==> config.mk <==
export PLATFORM = sky130hd
export DESIGN_NAME = command_line_lexer
export DESIGN_NICKNAME = d
export VERILOG_FILES = /design/src/rtl/cll_pkg.sv /design/src/rtl/command_line_lexer.sv /design/src/rtl/cll_front.sv /design/src/rtl/cll_queue.sv /design/src/rtl/cll_back.sv
export SDC_FILE = /design/constraint.sdc
export NUM_CORES = 1
export LEC_CHECK = 0
export BUFFER_PORTS_ARGS = -buffer_cell sky130_fd_sc_hd__buf_2
export CAP_MARGIN = 0
export CORE_UTILIZATION = 55
export CTS_CLUSTER_SIZE = 12
export DETAILED_ROUTE_END_ITERATION = 10
export PLACE_DENSITY_LB_ADDON = 0.1
export SLEW_MARGIN = 20
export SYNTH_ARGS = -nofsm -noshare
export SYNTH_HDL_FRONTEND = slang
export SYNTH_SLANG_ARGS = --single-unit
==> constraint.sdc <==
create_clock -name clk_i -period 9.55 [get_ports clk_i]
set_input_delay 0.955 -clock clk_i [delete_from_list [all_inputs] [get_ports clk_i]]
set_output_delay 0.955 -clock clk_i [all_outputs]
set_load 0.1 [all_outputs]
==> src/rtl/cll_pkg.sv <==
`timescale 1ns / 1ps
// ----------------------------------------------------------------------------
// cll_pkg: shared types and helpers for the command-line lexer
// Token kinds, transfer payloads, the token bundle and character classes.
// ----------------------------------------------------------------------------
package cll_pkg;

  localparam int unsigned MaxLineLenDef = 4096;
  localparam int unsigned QueueDepthDef = 4;
  localparam int unsigned PosW          = 12;
  localparam int unsigned TokPerItem    = 3;

  typedef enum logic [3:0] {
    TOK_CONSTANT = 4'd0,
    TOK_STRING   = 4'd1,
    TOK_TEXT     = 4'd2,
    TOK_EQUAL    = 4'd3,
    TOK_COMMA    = 4'd4,
    TOK_OPEN     = 4'd5,
    TOK_CLOSE    = 4'd6,
    TOK_END      = 4'd7,
    TOK_INVALID  = 4'd8
  } tok_kind_e;

  typedef struct packed {
    logic [7:0] ch;
    logic       no_char;
    logic       line_last;
  } in_item_t;

  typedef struct packed {
    tok_kind_e       token_kind;
    logic [PosW-1:0] tok_start;
    logic [PosW-1:0] tok_end;
    logic            line_done;
  } out_item_t;

  // Tokens raised by one input item, slot 0 first
  typedef struct packed {
    logic [1:0]                 cnt;
    out_item_t [TokPerItem-1:0] toks;
  } bundle_t;

  localparam logic [7:0] ChQuote  = 8'h22;
  localparam logic [7:0] ChBslash = 8'h5c;
  localparam logic [7:0] ChEqual  = 8'h3d;
  localparam logic [7:0] ChComma  = 8'h2c;
  localparam logic [7:0] ChOpen   = 8'h28;
  localparam logic [7:0] ChClose  = 8'h29;
  localparam logic [7:0] ChPlus   = 8'h2b;
  localparam logic [7:0] ChMinus  = 8'h2d;

  function automatic logic is_digit(input logic [7:0] c);
    return (c >= 8'h30) && (c <= 8'h39);
  endfunction

  function automatic logic is_blank(input logic [7:0] c);
    return (c == 8'h20) || (c == 8'h09) || (c == 8'h0a) || (c == 8'h0d);
  endfunction

  function automatic logic is_word(input logic [7:0] c);
    return is_digit(c) || ((c >= 8'h61) && (c <= 8'h7a)) ||
           ((c >= 8'h41) && (c <= 8'h5a)) || (c == 8'h5f) || (c == ChMinus) ||
           (c == ChPlus) || (c == 8'h7e) || (c == 8'h2e) || (c == 8'h2f) ||
           (c == 8'h27);
  endfunction

  function automatic out_item_t make_tok(input tok_kind_e k, input logic [PosW-1:0] s,
                                         input logic [PosW-1:0] e, input logic d);
    out_item_t t;
    t.token_kind = k;
    t.tok_start  = s;
    t.tok_end    = e;
    t.line_done  = d;
    return t;
  endfunction

endpackage

==> src/rtl/command_line_lexer.sv <==
`timescale 1ns / 1ps
// ----------------------------------------------------------------------------
// command_line_lexer: command-line tokeniser
// One line character in per transfer, typed tokens with offsets out.
// ----------------------------------------------------------------------------
// The lexer takes one character per cycle while the queue is not full and gives
// one token per cycle while the output is not stalled. An item usually raises
// zero or one token; a character that ends a word and is itself punctuation, on
// the last item of a line, raises up to three, which leave as separate transfers.
// A queue of QueueDepth token bundles sits between the scanner and the output
// register, so input stalls only once the queue is full. Offsets saturate at the smaller of MaxLineLen - 1 and 4095.
module command_line_lexer import cll_pkg::*; #(
  parameter int unsigned MaxLineLen = MaxLineLenDef,
  parameter int unsigned QueueDepth = QueueDepthDef
) (
  input  logic      clk_i,
  input  logic      rst_ni,
  input  logic      in_valid_i,
  output logic      in_stall_o,
  input  in_item_t  in_item_i,
  output logic      out_valid_o,
  input  logic      out_stall_i,
  output out_item_t out_item_o
);

  bundle_t bundle, head;
  logic    push, pop, full, empty, accept;

  assign accept     = in_valid_i && !full;
  assign in_stall_o = full;

  cll_front #(.MaxLineLen(MaxLineLen)) u_front (
    .clk_i    (clk_i),
    .rst_ni   (rst_ni),
    .accept_i (accept),
    .item_i   (in_item_i),
    .push_o   (push),
    .bundle_o (bundle)
  );

  cll_queue #(.QueueDepth(QueueDepth)) u_queue (
    .clk_i   (clk_i),
    .rst_ni  (rst_ni),
    .push_i  (push),
    .data_i  (bundle),
    .pop_i   (pop),
    .head_o  (head),
    .full_o  (full),
    .empty_o (empty)
  );

  cll_back u_back (
    .clk_i   (clk_i),
    .rst_ni  (rst_ni),
    .head_i  (head),
    .empty_i (empty),
    .pop_o   (pop),
    .valid_o (out_valid_o),
    .stall_i (out_stall_i),
    .item_o  (out_item_o)
  );

endmodule

==> src/rtl/cll_front.sv <==
`timescale 1ns / 1ps
// ----------------------------------------------------------------------------
// cll_front: lexer state and classification
// Updates the scan mode per character and raises up to three tokens per item.
// ----------------------------------------------------------------------------
module cll_front import cll_pkg::*; #(
  parameter int unsigned MaxLineLen = MaxLineLenDef
) (
  input  logic     clk_i,
  input  logic     rst_ni,
  input  logic     accept_i,
  input  in_item_t item_i,
  output logic     push_o,
  output bundle_t  bundle_o
);

  localparam int unsigned PosMaxInt = (MaxLineLen - 1 < 4095) ? MaxLineLen - 1 : 4095;
  localparam logic [PosW-1:0] PosMax = PosW'(PosMaxInt);

  typedef enum logic [2:0] {
    M_IDLE  = 3'd0,
    M_WORD  = 3'd1,
    M_SIGN  = 3'd2,
    M_QUOTE = 3'd3,
    M_ESC   = 3'd4,
    M_DEAD  = 3'd5
  } mode_e;

  mode_e           mode_q, mode_d;
  logic [PosW-1:0] pos_q, pos_d, tb_q, tb_d, pe_q, pe_d;
  logic            nw_q, nw_d;
  bundle_t         bundle;

  always_comb begin
    logic [PosW-1:0] p, e;
    logic [1:0]      n;
    logic            do_idle;
    logic [7:0]      c;
    mode_d  = mode_q;
    pos_d   = pos_q;
    tb_d    = tb_q;
    pe_d    = pe_q;
    nw_d    = nw_q;
    bundle  = '0;
    n       = 2'd0;
    do_idle = 1'b0;
    c       = item_i.ch;
    p       = pos_q;
    e       = (pos_q >= PosMax) ? PosMax : pos_q + 1'b1;
    if (!item_i.no_char) begin
      case (mode_q)
        M_IDLE: begin
          do_idle = 1'b1;
        end
        M_WORD, M_SIGN: begin
          if (is_word(c)) begin
            if (mode_q == M_SIGN && is_digit(c)) nw_d = 1'b1;
            mode_d = M_WORD;
          end else begin
            bundle.toks[n] = make_tok(nw_q ? TOK_CONSTANT : TOK_STRING, tb_q, p, 1'b0);
            n       = n + 2'd1;
            pe_d    = p;
            mode_d  = M_IDLE;
            do_idle = 1'b1;
          end
        end
        M_QUOTE: begin
          if (c == ChQuote) begin
            bundle.toks[n] = make_tok(TOK_TEXT, tb_q, e, 1'b0);
            n      = n + 2'd1;
            pe_d   = e;
            mode_d = M_IDLE;
          end else if (c == ChBslash) begin
            mode_d = M_ESC;
          end
        end
        M_ESC: begin
          mode_d = M_QUOTE;
        end
        default: begin
        end
      endcase
      if (do_idle) begin
        if (is_blank(c)) begin
        end else if (c == ChEqual || c == ChComma || c == ChOpen || c == ChClose) begin
          bundle.toks[n] = make_tok((c == ChEqual) ? TOK_EQUAL :
                                    (c == ChComma) ? TOK_COMMA :
                                    (c == ChOpen)  ? TOK_OPEN : TOK_CLOSE, p, e, 1'b0);
          n    = n + 2'd1;
          pe_d = e;
        end else if (c == ChQuote) begin
          tb_d   = p;
          mode_d = M_QUOTE;
        end else if (!is_word(c)) begin
          bundle.toks[n] = make_tok(TOK_INVALID, p, e, 1'b1);
          n      = n + 2'd1;
          pe_d   = e;
          mode_d = M_DEAD;
        end else begin
          tb_d   = p;
          nw_d   = is_digit(c);
          mode_d = (c == ChPlus || c == ChMinus) ? M_SIGN : M_WORD;
        end
      end
      pos_d = e;
    end
    if (item_i.line_last) begin
      case (mode_d)
        M_WORD, M_SIGN: begin
          bundle.toks[n] = make_tok(nw_d ? TOK_CONSTANT : TOK_STRING, tb_d, pos_d, 1'b0);
          n = n + 2'd1;
          bundle.toks[n] = make_tok(TOK_END, pos_d, pos_d, 1'b1);
          n = n + 2'd1;
        end
        M_QUOTE, M_ESC: begin
          bundle.toks[n] = make_tok(TOK_INVALID, tb_d, pos_d, 1'b1);
          n = n + 2'd1;
        end
        M_IDLE: begin
          bundle.toks[n] = make_tok(TOK_END, pe_d, pe_d, 1'b1);
          n = n + 2'd1;
        end
        default: begin
        end
      endcase
      mode_d = M_IDLE;
      pos_d  = '0;
      tb_d   = '0;
      pe_d   = '0;
      nw_d   = 1'b0;
    end
    bundle.cnt = n;
  end

  always_ff @(posedge clk_i or negedge rst_ni) begin
    if (!rst_ni) begin
      mode_q <= M_IDLE;
      pos_q  <= '0;
      tb_q   <= '0;
      pe_q   <= '0;
      nw_q   <= 1'b0;
    end else if (accept_i) begin
      mode_q <= mode_d;
      pos_q  <= pos_d;
      tb_q   <= tb_d;
      pe_q   <= pe_d;
      nw_q   <= nw_d;
    end
  end

  assign push_o   = accept_i && (bundle.cnt != 2'd0);
  assign bundle_o = bundle;

endmodule

==> src/rtl/cll_queue.sv <==
`timescale 1ns / 1ps
// ----------------------------------------------------------------------------
// cll_queue: token bundle queue
// Short first-in first-out store between front and back.
// ----------------------------------------------------------------------------
module cll_queue import cll_pkg::*; #(
  parameter int unsigned QueueDepth = QueueDepthDef
) (
  input  logic    clk_i,
  input  logic    rst_ni,
  input  logic    push_i,
  input  bundle_t data_i,
  input  logic    pop_i,
  output bundle_t head_o,
  output logic    full_o,
  output logic    empty_o
);

  localparam int unsigned PtrW = (QueueDepth > 1) ? $clog2(QueueDepth) : 1;
  localparam int unsigned CntW = $clog2(QueueDepth + 1);
  localparam logic [PtrW-1:0] PtrLast = PtrW'(QueueDepth - 1);
  localparam logic [CntW-1:0] CntFull = CntW'(QueueDepth);

  bundle_t         mem_q [QueueDepth];
  logic [PtrW-1:0] wr_q, rd_q;
  logic [CntW-1:0] cnt_q;

  always_ff @(posedge clk_i) begin
    if (push_i) mem_q[wr_q] <= data_i;
  end

  always_ff @(posedge clk_i or negedge rst_ni) begin
    if (!rst_ni) begin
      wr_q  <= '0;
      rd_q  <= '0;
      cnt_q <= '0;
    end else begin
      if (push_i) wr_q <= (wr_q == PtrLast) ? '0 : wr_q + 1'b1;
      if (pop_i)  rd_q <= (rd_q == PtrLast) ? '0 : rd_q + 1'b1;
      if (push_i && !pop_i) begin
        cnt_q <= cnt_q + 1'b1;
      end else if (pop_i && !push_i) begin
        cnt_q <= cnt_q - 1'b1;
      end
    end
  end

  assign head_o  = mem_q[rd_q];
  assign full_o  = (cnt_q == CntFull);
  assign empty_o = (cnt_q == '0);

endmodule

==> src/rtl/cll_back.sv <==
`timescale 1ns / 1ps
// ----------------------------------------------------------------------------
// cll_back: token output stage
// Unpacks queued bundles into single-token transfers behind an output register.
// ----------------------------------------------------------------------------
module cll_back import cll_pkg::*; (
  input  logic      clk_i,
  input  logic      rst_ni,
  input  bundle_t   head_i,
  input  logic      empty_i,
  output logic      pop_o,
  output logic      valid_o,
  input  logic      stall_i,
  output out_item_t item_o
);

  logic [1:0] sel_q;
  logic       out_valid_q;
  out_item_t  out_q;
  logic       load, last_sel;

  assign last_sel = (sel_q == head_i.cnt - 2'd1);
  assign load     = !empty_i && (!out_valid_q || !stall_i);
  assign pop_o    = load && last_sel;

  always_ff @(posedge clk_i or negedge rst_ni) begin
    if (!rst_ni) begin
      out_valid_q <= 1'b0;
      sel_q       <= '0;
    end else if (load) begin
      out_valid_q <= 1'b1;
      sel_q       <= last_sel ? 2'd0 : sel_q + 2'd1;
    end else if (!stall_i) begin
      out_valid_q <= 1'b0;
    end
  end

  always_ff @(posedge clk_i) begin
    if (load) out_q <= head_i.toks[sel_q];
  end

  assign valid_o = out_valid_q;
  assign item_o  = out_q;

endmodule

### Word-level counts from Yosys, hierarchy flattened

Memory sizes are Yosys's and may differ from the RTL's.
Index checks and enable logic that the tools add are counted.

* $add $sub $neg: 10
* multiply operators: 0
* divide/modulo/power cells: 0
* order comparisons: 14
* equal/unequal tests: 30
* shifts and indexed selects: 0
* mux-type cells: 97
* bitwise operators: 0
* reductions and logical operators: 45

Operator list (count)
* two-way mux 87 bit: 7
* bitwise mux 87 bit: 6
* one-hot mux 87 bit (3 select lines): 1
* two-way mux 12 bit: 19
* demux 29 bit (select 2 bit): 3
* two-way mux 29 bit: 6
* == test 8 x 6 -> 1 bit, second input constant: 11
* binary-select mux 29 bit (select 2 bit): 1
* one-hot mux 29 bit (2 select lines): 1
* two-way mux 3 bit: 11
* two-way mux 27 bit: 1
* two-way mux 2 bit: 13
* == test 8 x 4 -> 1 bit, second input constant: 3
* == test 8 x 7 -> 1 bit, second input constant: 3
* one-hot mux 12 bit (2 select lines): 1
* two-way mux 1 bit: 21
* logical OR 1 bit: 17
* greater-or-equal comparator 8 x 7 -> 1 bit, second input constant: 2
* less-or-equal comparator 8 x 7 -> 1 bit, second input constant: 2
* logical AND 1 bit: 13
* adder 12 x 1 -> 12 bit, second input constant: 1
* adder 2 x 1 -> 2 bit, second input constant: 6
* == test 3 x 2 -> 1 bit, second input constant: 4
* greater-or-equal comparator 12 bit, second input constant: 1
* 21 further kinds: 42

* register bits: 79
* bits in latches: 0
* RAM bits: 356
* bits in read-only memories: 0
* input bits: 14
* logic and storage cells: 211
* memories: 1

Memories
* u_queue.mem_q: words 4, bits a word 89, read ports 1, clocked after memory_dff 0, write ports 1, line cll_queue.sv:24 `bundle_t mem_q [QueueDepth];`

### Depth between registers and ports, before layout

* depth in word-level cells: 31
* depth in mapped cells: 18
* mapped depth without buffers: 17

### Modules after synthesis

From an unflattened synthesis, not the netlist that was laid out.

* cells, all modules: 1571
* area, all modules: 21524.4 µm²

Modules (own cells, without submodules)
* cll_queue: times used 1, cells each 502, area an instance 13346.6 µm², seq. area each 10865.4 µm²
* cll_front: times used 1, cells each 923, area an instance 6525.0 µm², seq. area each 1001.0 µm²
* cll_back: times used 1, cells each 145, area an instance 1639.1 µm², seq. area each 945.9 µm²
* command_line_lexer: times used 1, cells each 1, area an instance 13.8 µm², seq. area each 0.0 µm²

### Worst setup path after synthesis

No wires, ideal clock.

* kind: in2reg
* from: in in_item_i[5] (netlist name)
* to: mem u_queue.mem_q[0][0] (netlist name) (enable)
* library setup time: 0.456 ns
* arrival time: 5.715 ns
* required time: 9.094 ns
* setup slack: 3.378 ns
* stages on the path: 11
* path buffers: 1
* path through: buf_2 -> or4_4 -> o22ai_1 -> o311ai_1 -> nor2_1 -> ha_1 -> a21boi_0 -> a2111oi_1 -> o21ai_0 -> a21oi_2 -> and2_1

* longest elaborated chain between the ends: 29
* elaborated cells between the ends (all ways): 82
* those cells by class: add/sub: 3; order compare: 6; eq/ne: 21; mux: 28; reduce/logical: 24

RTL lines
* from (decl): line command_line_lexer.sv:20 `input in_item_t in_item_i,`
* greater-or-equal comparator 8 x 6 -> 1 bit, or another cell as far along: line cll_pkg.sv:54 `return (c >= 8'h30) && (c <= 8'h39);`
* logical AND 1 bit, on equally long branches: line cll_pkg.sv:54, cll_pkg.sv:62
* logical OR 1 bit (2 in a row): line cll_pkg.sv:62 `return is_digit(c) || ((c >= 8'h61) && (c <= 8'h7a)) ||`
* logical OR 1 bit (3 in a row): line cll_pkg.sv:63 `((c >= 8'h41) && (c <= 8'h5a)) || (c == 8'h5f) || (c == ChMinus) ||`
* logical OR 1 bit (4 in a row): line cll_pkg.sv:64 `(c == ChPlus) || (c == 8'h7e) || (c == 8'h2e) || (c == 8'h2f) ||`
* two-way mux 1 bit: line cll_front.sv:56 `if (is_word(c)) begin`
* one-hot mux 2 bit (2 select lines): line cll_front.sv:51 `case (mode_q)`
* two-way mux 2 bit: line cll_front.sv:50 `if (!item_i.no_char) begin`
* [... 8 more ...]
* adder 2 x 1 -> 2 bit: line cll_front.sv:113 `n = n + 2'd1;`
* one-hot mux 2 bit (2 select lines): line cll_front.sv:108 `case (mode_d)`
* two-way mux 2 bit *: line cll_front.sv:107 `if (item_i.line_last) begin`
* nonzero test 2 bit *: line cll_front.sv:151 `assign push_o = accept_i && (bundle.cnt != 2'd0);`
* logical AND 1 bit *: line cll_front.sv:151
* via push: line command_line_lexer.sv:27 `logic push, pop, full, empty, accept;`
* two-way mux 1 bit *: line cll_queue.sv:29 `if (push_i) mem_q[wr_q] <= data_i;`
* two-way mux 1 bit (not written as such) *: line cll_queue.sv:29
* to (decl): line cll_queue.sv:24

Mark *: on every way through the listed nets, which the timed path passes. The rest lies on a longest branch. The select of a mux whose other input is x is not followed.

### Final worst setup path

* from: in in_item_i[4] (netlist name)
* to: mem u_queue.mem_q[2][59] (netlist name) (enable)

The elaborated chain is that of the path after synthesis.

==> metrics.csv <==
metric;value;unit
drv_slew;0;
yosysSeqAreaShare;61.2;%
cts_setup_buffers;0;
rsz0062_at_grt;no;
relSlewSlack;25.8;%
wl_per_cell;27.0;um
power.leakage;7.82;nW
drc;0;
nets;1560;
power_density;353;nW/um^2
ctsHoldBuffers;0;
internal-power;0.00466;W
crit_required;9760;ps
grt_usage;29.6;%
grt_overflow;0;
synth_edf_count;381;
core_area;36900;sq um
viasPerCell;6.63;
hpwlAfterDp;37100;um
core.rowCount;70;
grt_pass1_vias;13200;
switching_share;41.9;%
placedCellCount;1994;
totalPowerFinal;0.00801;W
fmax;0.175;GHz
cts_max_level;2;
clock_path_buffers;3;
cts.clk_slew.worst_paths;60;ps
preCtsSetupSlack;3310;ps
worst-path-max-fanout;59;
die_h;196;um
period_minus_slack;5710;ps
drive_above_1_share;17.8;%
power_frac_comb;44.6;%
grt_max_degree;69;
finalInstanceArea;22700;sq um
synthArstFlopShare;11.6;%
cts_tree;yes;
portBuffers;44;
post_dp_cell_area;21400;sq um
worst_pin_slew;1100;ps
arrival;5920;ps
synth.cell_area;20700;sq um
initial_core_util;56.2;%
synth_ff_type;edfxtp_1;
dr.pass1.iters;7;
ys_warn_count;0;
cts_inserted_buffers;44;
diodes;0;
routabilityCongestion;0.971;
cp_cell_sequence;buf_2 > or4_4 > o22ai_1 > o311ai_1 > nor2_1 > a211o_1 > buf_4 > nand3_1 > o21ai_1 > o21ai_0 > a21oi_2 > and2_4 > buf_4;
outcome;finished, final reports clean;
clock_power_share;19.6;%
ir_worst_vdd;0.203;mV
end_kind;flop;
ys_ff_latch;431;
areaGrowthSynthToFinish;9.38;%
reg2reg_depth;11;
setup_tns;0;ps
regToRegEndpoint;u_queue.mem_q[2][59];
cts-root-buf;clkbuf_16;
setup_ws;3840;ps
cts_resized;0;
slowest_delay;810;ps
clk_latency;580;ps
rr_startpoint;u_front.mode_q[0];
synth_cells;1530;
cpMostUsedCell;buf_4;
fin_crit_sh;59.8;%
seqPwrFrac;35.7;%
avgSynthCellArea;13.6;sq um
clock-sinks;431;
drtAntennaViolNets;0;
stdcell_count;2064;
hold_viol_final;0;
ioPinCount;45;
finalSetupViolations;0;
drt_wl_total;55600;um
reg2reg_slack;4210;ps
drt_iter0_drc;1809;
vias;13700;
dieArea;38500;sq um
power.switching;0.00336;W
cpMaxStageDelayCell;and2_4;
ys_types;96;
fp.dieW;196;um
antenna_found_initial;0;
drv_cap;0;
crit_type;input port to flop;
hp-class;input port to asynchronous set/reset pin;
fin_skew;22.2;ps
start_kind;input port;
grt_pass1_wl;83900;um
cells by family after synthesis:
family,Yosys count,share of synthesized area [%]
DFF,431,61.2
AOI/OAI and AO/OA,425,13.9
and+or+nand+nor,343,7.86
buffers and inverters,155,2.98
muxes,149,12.6
xor gates and xnor gates,15,0.760
adders and majority gates,11,0.688
other,1,0.0181
sequential cells by signal (all words and copies together) (netlist names):
| register | flops |
|---|---|
| u_front.tb_q | 12 |
| u_back.item_o | 29 |
| u_back.valid_o | 1 |
| u_front.mode_q | 3 |
| u_front.pos_q | 12 |
| u_front.pe_q | 12 |
| u_queue.rd_q | 2 |
| u_queue.wr_q | 2 |
| u_back.sel_q | 2 |
| u_queue.mem_q | 352 |
| u_front.nw_q | 1 |
| u_queue.cnt_q | 3 |
cell type report:
class,instances,area [sq um]
fill,2859,14200
sequential,431,12700
multi-input combinational,947,7480
clock buffer,62,1220
tap,504,631
timing repair buffer,74,445
inverter,38,143
clock inverter,8,53.8
how the worst max path moves through the flow:
stage | start | to | cells after the start
6_report | in_item_i[4] | u_queue.mem_q[2][59] | 13
5_1_grt | in_item_i[4] | u_queue.mem_q[2][74] | 13
4_1_cts | in_item_i[4] | u_queue.mem_q[1][47] | 13
3_5_place_dp | in_item_i[4] | u_queue.mem_q[0][47] | 13
3_3_place_gp | in_item_i[4] | u_queue.mem_q[0][9] | 12
2_1_floorplan | in_item_i[5] | u_queue.mem_q[0][0] | 11
power groups by stage:
stage	Combinational, W	Sequential, W	Clock [W]
4_1_cts	0.00355	0.00287	0.00160
5_1_grt	0.00379	0.00291	0.00166
6_report	0.00358	0.00286	0.00157
3_3_place_gp	0.00352	0.00289	0
2_1_floorplan	0.00217	0.00328	0
3_5_place_dp	0.00353	0.00290	0
metrics by stage:
stage,hold slack [ps],utilization [%]
6_report,496,61.5
2_1_floorplan,449,-
3_3_place_gp,471,58.0
3_5_place_dp,489,58.0
4_1_cts,500,61.5
5_1_grt,518,61.5
critical path, delay by kind of cell:
family	cells	cell delay (ps)
buffers and inverters	3	1030
AO/OA/AOI/OAI	6	1570
AND/OR/NAND/NOR	4	2280
cell usage after synthesis, drive strengths merged (5+ instances only):
cell type,number,area [sq um]
o21ai,86,430
or2,9,56.3
buf,33,160
edfxtp,381,11400
nor2b,7,43.8
clkbuf,84,315
o31a,8,70.1
nor4b,5,58.8
or3,9,62.6
mux2,14,158
a22o,12,105
nand2,165,624
a21oi,107,539
and3,7,43.8
inv,38,143
nor3,20,100
mux4,88,1980
nand2b,13,81.3
ha,9,113
xnor2,8,96.4
o211ai,21,158
xor2,7,61.3
a222oi,8,80.1
o22ai,33,219
a221o,10,100
dfrtp,50,1250
a221oi,11,96.3
a2bb2oi,17,149
mux2i,47,470
o221ai,5,50.0
nor2,64,245
and2,8,50.1
nand3,16,85.1
a21o,13,97.6
a31oi,12,81.3
o21a,6,45.0
a22oi,29,218
placed cells by master (no fill, tap or decap), types with 9 or more instances in the layout:
| cell | n |
|---|---|
| a22oi_1 | 29 |
| clkbuf_16 | 46 |
| a21oi_1 | 104 |
| a221oi_1 | 11 |
| mux4_2 | 88 |
| a22o_1 | 12 |
| dfrtp_1 | 48 |
| nand3_1 | 15 |
| inv_1 | 36 |
| clkbuf_1 | 15 |
| a31oi_1 | 11 |
| edfxtp_1 | 381 |
| o22ai_1 | 31 |
| o211ai_1 | 21 |
| mux2i_1 | 47 |
| buf_2 | 44 |
| mux2_2 | 14 |
| nand2_1 | 163 |
| a2bb2oi_1 | 17 |
| a221o_1 | 10 |
| nand2b_1 | 13 |
| o21ai_0 | 81 |
| nor2_1 | 60 |
| ha_1 | 9 |
| buf_4 | 30 |
| nor3_1 | 19 |
| a21o_1 | 13 |
layer usage:
metal	part of all wire, %	track usage [%]
met2	44	43.1
met5	0	0
met3	10	6.98
met4	2.8	9.52
met1	43	44.2
No activity file was read; power rests on OpenSTA's default activity.
